<file path="config.mk">
export PLATFORM = sky130hd
export DESIGN_NAME = wlsb_reference_window
export DESIGN_NICKNAME = d
export VERILOG_FILES = /design/src/rtl/wlsb_pkg.sv /design/src/rtl/wlsb_cell.sv /design/src/rtl/wlsb_reference_window.sv
export SDC_FILE = /design/constraint.sdc
export NUM_CORES = 2
export LEC_CHECK = 0
export BUFFER_PORTS_ARGS = -buffer_cell sky130_fd_sc_hd__buf_2
export CORE_MARGIN = 3
export CORE_UTILIZATION = 60
export CTS_CLUSTER_DIAMETER = 150
export DETAILED_ROUTE_END_ITERATION = 8
export PLACE_DENSITY = 0.77
export SLEW_MARGIN = 20
export SYNTH_ARGS = -nofsm -noshare
export SYNTH_HDL_FRONTEND = slang
export SYNTH_SLANG_ARGS = --single-unit
</file>
<file path="constraint.sdc">
create_clock -name clk_i -period 12.09 [get_ports clk_i]
set_input_delay 1.209 -clock clk_i [delete_from_list [all_inputs] [get_ports clk_i]]
set_output_delay 1.209 -clock clk_i [all_outputs]
set_load 0.05 [all_outputs]
</file>
<file path="src/rtl/wlsb_pkg.sv">
package wlsb_pkg;

  localparam int unsigned WindowDepth = 4;
  localparam int unsigned CntW = $clog2(WindowDepth + 1);

  typedef enum logic [1:0] {
    OpAdd     = 2'd0,
    OpCheck   = 2'd1,
    OpAck     = 2'd2,
    OpPresent = 2'd3
  } op_e;

  localparam logic [1:0] ModeW8  = 2'd0;
  localparam logic [1:0] ModeW16 = 2'd1;
  localparam logic [1:0] ModeW32 = 2'd2;

  typedef struct packed {
    logic [31:0] seq;
    logic [31:0] val;
  } entry_t;

  typedef struct packed {
    logic fill;
    logic shift;
    logic ack;
  } ctrl_t;

  typedef struct packed {
    logic [31:0] value;
    logic [31:0] shift;
    logic [31:0] mask;
    logic [31:0] iw;
  } chk_t;

  typedef struct packed {
    logic   search;
    logic   found;
    logic   copy;
    entry_t copy_entry;
  } chain_t;

endpackage

</file>
<file path="src/rtl/wlsb_cell.sv">
module wlsb_cell (
  input  logic            clk_i,
  input  wlsb_pkg::ctrl_t  ctrl_i,
  input  wlsb_pkg::entry_t new_i,
  input  wlsb_pkg::entry_t prev_i,
  input  wlsb_pkg::chk_t   chk_i,
  input  logic [31:0]      sn_i,
  input  logic [31:0]      ack_bits_i,
  input  logic [31:0]      ack_mask_i,
  input  wlsb_pkg::chain_t chain_i,
  output wlsb_pkg::entry_t entry_o,
  output wlsb_pkg::chain_t chain_o,
  output logic             fail_o,
  output logic             overwrite_o
);
  import wlsb_pkg::*;

  entry_t      entry_q, entry_d;
  logic [31:0] lo, hi;
  logic        eq, gt, match;

  always_comb begin
    entry_d = entry_q;
    if (ctrl_i.fill) begin
      entry_d = new_i;
    end else if (ctrl_i.shift) begin
      entry_d = prev_i;
    end else if (ctrl_i.ack && chain_i.copy) begin
      entry_d = chain_i.copy_entry;
    end
  end

  always_ff @(posedge clk_i) begin
    entry_q <= entry_d;
  end

  // interpretation interval of this reference
  always_comb begin
    lo = (entry_q.val - chk_i.shift) & chk_i.mask;
    hi = (lo + chk_i.iw) & chk_i.mask;
    if (lo <= hi) begin
      fail_o = (chk_i.value < lo) || (chk_i.value > hi);
    end else begin
      fail_o = (chk_i.value < lo) && (chk_i.value > hi);
    end
  end

  assign eq    = (sn_i == entry_q.seq);
  assign gt    = (sn_i > entry_q.seq);
  assign match = ((entry_q.seq & ack_mask_i) == ack_bits_i);

  always_comb begin
    chain_o.search     = chain_i.search & ~eq & ~gt;
    chain_o.found      = chain_i.found | (chain_i.search & eq);
    chain_o.copy       = chain_i.copy | match;
    chain_o.copy_entry = chain_i.copy ? chain_i.copy_entry : entry_q;
  end

  assign overwrite_o = chain_i.copy;
  assign entry_o     = entry_q;

endmodule

</file>
<file path="src/rtl/wlsb_reference_window.sv">
// Window of reference entries for window-based LSB encoding. The entries sit
// in a row of cells, newest first; an add shifts the row by one cell, and the
// first add after reset fills every cell. One item is accepted per cycle and
// its result appears in the output register on the next cycle; check,
// acknowledge and presence search run through the whole row of cells in the
// cycle of acceptance. The input stalls only while a finished result is held stalled.
module wlsb_reference_window (
  input  logic        clk_i,
  input  logic        rst_ni,
  input  logic        cfg_we_i,
  input  logic [1:0]  cfg_data_i,
  input  logic        in_valid_i,
  output logic        in_stall_o,
  input  logic [1:0]  operation_i,
  input  logic [31:0] seq_number_i,
  input  logic [31:0] ref_value_i,
  input  logic [5:0]  bit_count_i,
  input  logic signed [31:0] shift_i,
  input  logic [31:0] ack_sn_lsbs_i,
  input  logic [5:0]  ack_bit_count_i,
  output logic        out_valid_o,
  input  logic        out_stall_i,
  output logic        verdict_o,
  output logic [1:0]  acked_count_o
);
  import wlsb_pkg::*;

  logic [1:0]  mode_q;
  logic        filled_q, filled_d;
  logic        out_valid_q, out_valid_d;
  logic        verdict_q, verdict_d;
  logic [1:0]  acked_q, acked_d;
  logic        in_accept;
  op_e         op;
  logic [5:0]  width;
  logic [31:0] mask, ack_mask;
  ctrl_t       ctrl;
  chk_t        chk;
  entry_t      new_entry;
  entry_t      entries [WindowDepth];
  chain_t      chain [WindowDepth + 1];
  logic [WindowDepth-1:0] fail, overwrite;
  logic [CntW-1:0] cnt;

  assign in_stall_o = out_valid_q & out_stall_i;
  assign in_accept  = in_valid_i & ~in_stall_o;
  assign op         = op_e'(operation_i);

  always_comb begin
    case (mode_q)
      ModeW8: begin
        width = 6'd8;
        mask  = 32'h0000_00ff;
      end
      ModeW16: begin
        width = 6'd16;
        mask  = 32'h0000_ffff;
      end
      default: begin
        width = 6'd32;
        mask  = 32'hffff_ffff;
      end
    endcase
  end

  assign ack_mask = (ack_bit_count_i >= 6'd32) ? 32'hffff_ffff
                                               : ~(32'hffff_ffff << ack_bit_count_i[4:0]);

  always_comb begin
    chk.value = ref_value_i & mask;
    chk.shift = shift_i;
    chk.mask  = mask;
    chk.iw    = ~(32'hffff_ffff << bit_count_i[4:0]) & mask;
  end

  assign new_entry.seq = seq_number_i;
  assign new_entry.val = ref_value_i;

  always_comb begin
    ctrl.fill  = in_accept && (op == OpAdd) && !filled_q;
    ctrl.shift = in_accept && (op == OpAdd) && filled_q;
    ctrl.ack   = in_accept && (op == OpAck) && filled_q;
  end

  always_comb begin
    chain[0].search     = filled_q;
    chain[0].found      = 1'b0;
    chain[0].copy       = 1'b0;
    chain[0].copy_entry = new_entry;
  end

  for (genvar g = 0; g < WindowDepth; g++) begin : g_cell
    wlsb_cell u_cell (
      .clk_i       (clk_i),
      .ctrl_i      (ctrl),
      .new_i       (new_entry),
      .prev_i      ((g == 0) ? new_entry : entries[(g == 0) ? 0 : g - 1]),
      .chk_i       (chk),
      .sn_i        (seq_number_i),
      .ack_bits_i  (ack_sn_lsbs_i),
      .ack_mask_i  (ack_mask),
      .chain_i     (chain[g]),
      .entry_o     (entries[g]),
      .chain_o     (chain[g + 1]),
      .fail_o      (fail[g]),
      .overwrite_o (overwrite[g])
    );
  end

  always_comb begin
    cnt = '0;
    for (int i = 0; i < WindowDepth; i++) begin
      cnt = cnt + CntW'(overwrite[i]);
    end
  end

  always_comb begin
    verdict_d = 1'b0;
    acked_d   = 2'd0;
    case (op)
      OpCheck: begin
        if (bit_count_i >= width) begin
          verdict_d = 1'b1;
        end else begin
          verdict_d = filled_q && !(|fail);
        end
      end
      OpAck: begin
        if (filled_q) begin
          acked_d = 2'(cnt);
        end
      end
      OpPresent: begin
        verdict_d = chain[WindowDepth].found;
      end
      default: begin
        verdict_d = 1'b0;
      end
    endcase
  end

  assign filled_d    = filled_q | ctrl.fill;
  assign out_valid_d = in_accept | (out_valid_q & out_stall_i);

  always_ff @(posedge clk_i or negedge rst_ni) begin
    if (!rst_ni) begin
      mode_q      <= ModeW32;
      filled_q    <= 1'b0;
      out_valid_q <= 1'b0;
    end else begin
      if (cfg_we_i) begin
        mode_q <= cfg_data_i;
      end
      filled_q    <= filled_d;
      out_valid_q <= out_valid_d;
    end
  end

  always_ff @(posedge clk_i) begin
    if (in_accept) begin
      verdict_q <= verdict_d;
      acked_q   <= acked_d;
    end
  end

  assign out_valid_o   = out_valid_q;
  assign verdict_o     = verdict_q;
  assign acked_count_o = acked_q;

`ifndef SYNTHESIS
  a_add_fills: assert property (@(posedge clk_i) disable iff (!rst_ni)
    in_accept && (op == OpAdd) |=> filled_q)
    else $error("window not marked filled after add");

  a_accept_gives_result: assert property (@(posedge clk_i) disable iff (!rst_ni)
    in_accept |=> out_valid_o)
    else $error("accepted item gave no result");

  a_count_only_ack: assert property (@(posedge clk_i) disable iff (!rst_ni)
    in_accept && (op != OpAck) |=> (acked_count_o == 2'd0))
    else $error("acked count set outside acknowledge");

  a_empty_window: assert property (@(posedge clk_i) disable iff (!rst_ni)
    in_accept && !filled_q && ((op == OpAck) || (op == OpPresent))
    |=> (verdict_o == 1'b0) && (acked_count_o == 2'd0))
    else $error("empty window gave a non-zero result");
`endif

endmodule

</file>
==> reports/qor.txt <==
=====================================================================================
Result of the run                                                        finished clean
Cell family with most CP delay                                           compound AO/OA/AOI/OAI gates
Die area                                                                  0.0669 mm^2
Final Worst Setup Slack                                                       3.14 ns
Cell row count                                                                     92
Critical path type                                                          in -> reg
Final weighted congestion of routability-driven global placement                 1.05
Fmax                                                                        0.112 GHz
Max stage delay cell, worst path                                                 fa_1
Slew at the pin closest to its max-slew limit                                 1.26 ns
Peak supply drop                                                           0.000131 V
Initial antenna violation count                                                    11
CTS buffer count                                                                   31
Starting density of the core                                                    60.7%
GRT Residual Overflow                                                               0
Clock sink count                                                                  263
Depth of the worst register-to-register path                                       35
Most frequent cell on the critical path                                       o21ai_0
Sequential area share after synthesis                                           20.6%
Insertion delay of the later-clocked pin in the worst-skew pair               0.62 ns
Number of filler cells placed in the layout                                     5,610
Predominant post-synthesis flop cell                                         edfxtp_1
Cell variety after synth                                                           91
FF+latch count, synth                                                             263
Leak Pwr                                                                    0.0192 uW
Data arrival, critical path                                                   9.40 ns
Unrepaired setup endpoints after global routing                                 false
Number of nets at the end of the flow                                           5,603
Final Hold Vio Count                                                                0
Chip Height                                                                    259 um
Critical path capture point type                                            flip-flop
Number of enable-type register cells in the synthesized netlist                   259
Multi-input combinational cell area                                       0.0288 mm^2
TritonCTS clock tree                                                              yes
Maximum clock skew at final layout                                          0.0533 ns
Largest fanout of any net on the critical path                                      8
Slowest Stage Delay on Critical Path                                          0.52 ns
Max Transition Viols Final                                                          0
Total power after layout                                                      4160 uW
Largest area contributor in the synthesized netlist                              ha_1
Sum of routed wire length over all layers                                  138,000 um
Area taken by flip-flops and latches                                     0.00788 mm^2
Share of cells above drive strength 1                                           7.38%
Total iterations of the first detailed-routing run                                  6
Maximum level of the CTS H-tree                                                     1
Number of I/O port buffers                                                        153
Tot GR Track Use                                                                39.6%
Number of warnings reported in the yosys synthesis log                              0
Clock root buffer                                                           clkbuf_16
Number of global-route vias before repair                                      35,500
FFs w/ async S/R, synth                                                         1.52%
Mapped Area                                                               0.0383 mm^2
Horiz. Die Dim                                                                 259 um
Synthesized area divided by synthesized cell count                          8.27 um^2
Post-route fraction of the period consumed by the critical path                 74.0%
Synth top area cells                                                     ha_1 (24%), edfxtp_1 (20%), a21oi_1 (5.6%)
Area share of the largest cell type after synthesis                             23.7%
Post-synthesis cell count                                                       4,631
Core outline area                                                         0.0631 mm^2
Minimum clock period after layout                                             8.95 ns
Data required time at the worst endpoint                                     12.54 ns
Count of hold buffers inserted by post-cts repair                                   0
Power density cells                                                       102 mW/mm^2
Global-route wire length before repair                                     204,000 um
Critical path depth                                                                34
Sum of net half-perimeters after detailed placement                        108,000 um
Count of buffering cells on the critical path with inverters included               3
Net count after synthesis                                                       5,515
Clock-pin slew of the registers on the worst-case setup and hold paths        0.06 ns
Synth-to-Final Area Change                                                      6.73%
1st-iter DRT viols                                                              4,225
Number of setup buffers added after CTS                                             0
Post-cts resize count                                                               0
Top-level I/O count                                                               154
Number of violations of the max-capacitance limit                                   0
Post-detailed-route wirelength per cell                                       24.6 um
Worst Hold Class                                                          in -> async
Via density                                                                      6.68
Total number of vias                                                           37,400
Commonest non-fill, non-tap cells in the layout                          ha_1 (727), nand2_1 (543), a21oi_1 (431), inv_1 (314), o21ai_0 (260)
Number of nets still failing antenna checks after routing                           0
DR DRC count                                                                        0
Buffer levels on the longest clock path                                             3
Worst slack at placement                                                      2.72 ns
Worst slew margin                                                               15.9%
Endpoints failing setup                                                             0
Commonest non-fill, non-tap cell in the layout                                   ha_1
Maximum number of pins on one net before global-route repair                       85
Category of the worst setup path launch point                               input pin
Sum Neg Setup Slack                                                              0 ns
=====================================================================================
[cells in the mapped netlist, types with 16 or more instances]
| master | number |
|---|---|
| ha_1 | 727 |
| nand2_1 | 544 |
| edfxtp_1 | 259 |
| a31oi_1 | 25 |
| or3_1 | 42 |
| o21ai_0 | 262 |
| a21oi_1 | 431 |
| o31ai_1 | 17 |
| o21a_1 | 60 |
| or2_2 | 19 |
| o21bai_1 | 35 |
| nor2_1 | 251 |
| mux2i_1 | 38 |
| a211oi_1 | 86 |
| o211ai_2 | 44 |
| inv_1 | 316 |
| xnor2_1 | 167 |
| nand2b_1 | 44 |
| nor4_1 | 29 |
| buf_2 | 23 |
| nand3_1 | 81 |
| clkbuf_1 | 87 |
| o21ai_1 | 22 |
| nor2b_1 | 57 |
| o211ai_1 | 23 |
| xor2_1 | 142 |
| nand4_1 | 121 |
| nor3_1 | 57 |
| a2111oi_0 | 20 |
| and3_1 | 29 |
| o22ai_2 | 16 |
| a21o_1 | 217 |
| o221ai_1 | 26 |
| and2_1 | 94 |
[stage by stage]
step | utilization [%] | hold slack [ns] | std cells | cell area (um^2)
floorplan | - | 0.495 | 4631 | 38300
global placement | 63.1 | 0.512 | 5532 | 39800
CTS | 64.8 | 0.460 | 5588 | 40900
global route | 64.8 | 0.463 | 5590 | 40900
finish | 64.8 | 0.486 | 5597 | 40900
detailed placement | 63.1 | 0.509 | 5532 | 39800
[report_power, final]
group,internal [uW],switching [uW]
clock network,577,406
logic,828,1310
registers,1030,22.4
[cells by family (layout without fill, tap and decap cells)]
family / count (synthesis) / in the layout / share of synthesized area [%]
compound gates: 1430 / 1430 / 24.9
simple gates: 1410 / 1410 / 17.6
fa+ha+maj: 737 / 737 / 24.2
buf+inv: 439 / 550 / 4.55
xor+xnor: 309 / 309 / 7.06
flops: 263 / 263 / 20.6
mux: 43 / 43 / 1.14
other cells: 0 / 9 / 0
[final timing paths]
| check | start | endpoint | slack, ns |
|---|---|---|---|
| min in group clk_i | out_valid_o | out_valid_o | 0.52 |
| setup reg to reg | g_cell[3].u_cell.entry_o[0] | verdict_o | 3.44 |
| hold reg to reg | out_valid_o | out_valid_o | 0.52 |
| hold / removal | rst_ni | out_valid_o | 0.49 |
| max in group asynchronous | rst_ni | mode_q[1] | 11.30 |
| setup / recovery | shift_i[1] | verdict_o | 3.14 |
[flip-flops by register name (all words and copies together), names as in the netlist]
register and count:
verdict_o 1, filled_q 1, acked_count_o 2, out_valid_o 1
g_cell.u_cell.entry_o 256, mode_q 2
[layer usage]
layer	global-route usage, %	wire [um]
met2	63.3	60400
met5	0	29
met4	23.7	9540
met3	5.80	13500
met1	50.8	54200
[final cells by class]
| class | count | area share, % |
|---|---|---|
| Antenna cell | 9 | 0.0551 |
| Clock buffer | 35 | 1.93 |
| Clock inverter | 21 | 0.618 |
| Inverter | 316 | 2.90 |
| Multi-Input combinational cell | 3929 | 70.3 |
| Sequential cell | 263 | 19.3 |
| Tap cell | 846 | 2.59 |
| Timing Repair Buffer | 178 | 2.33 |
Power figures use the tool's default switching activity.
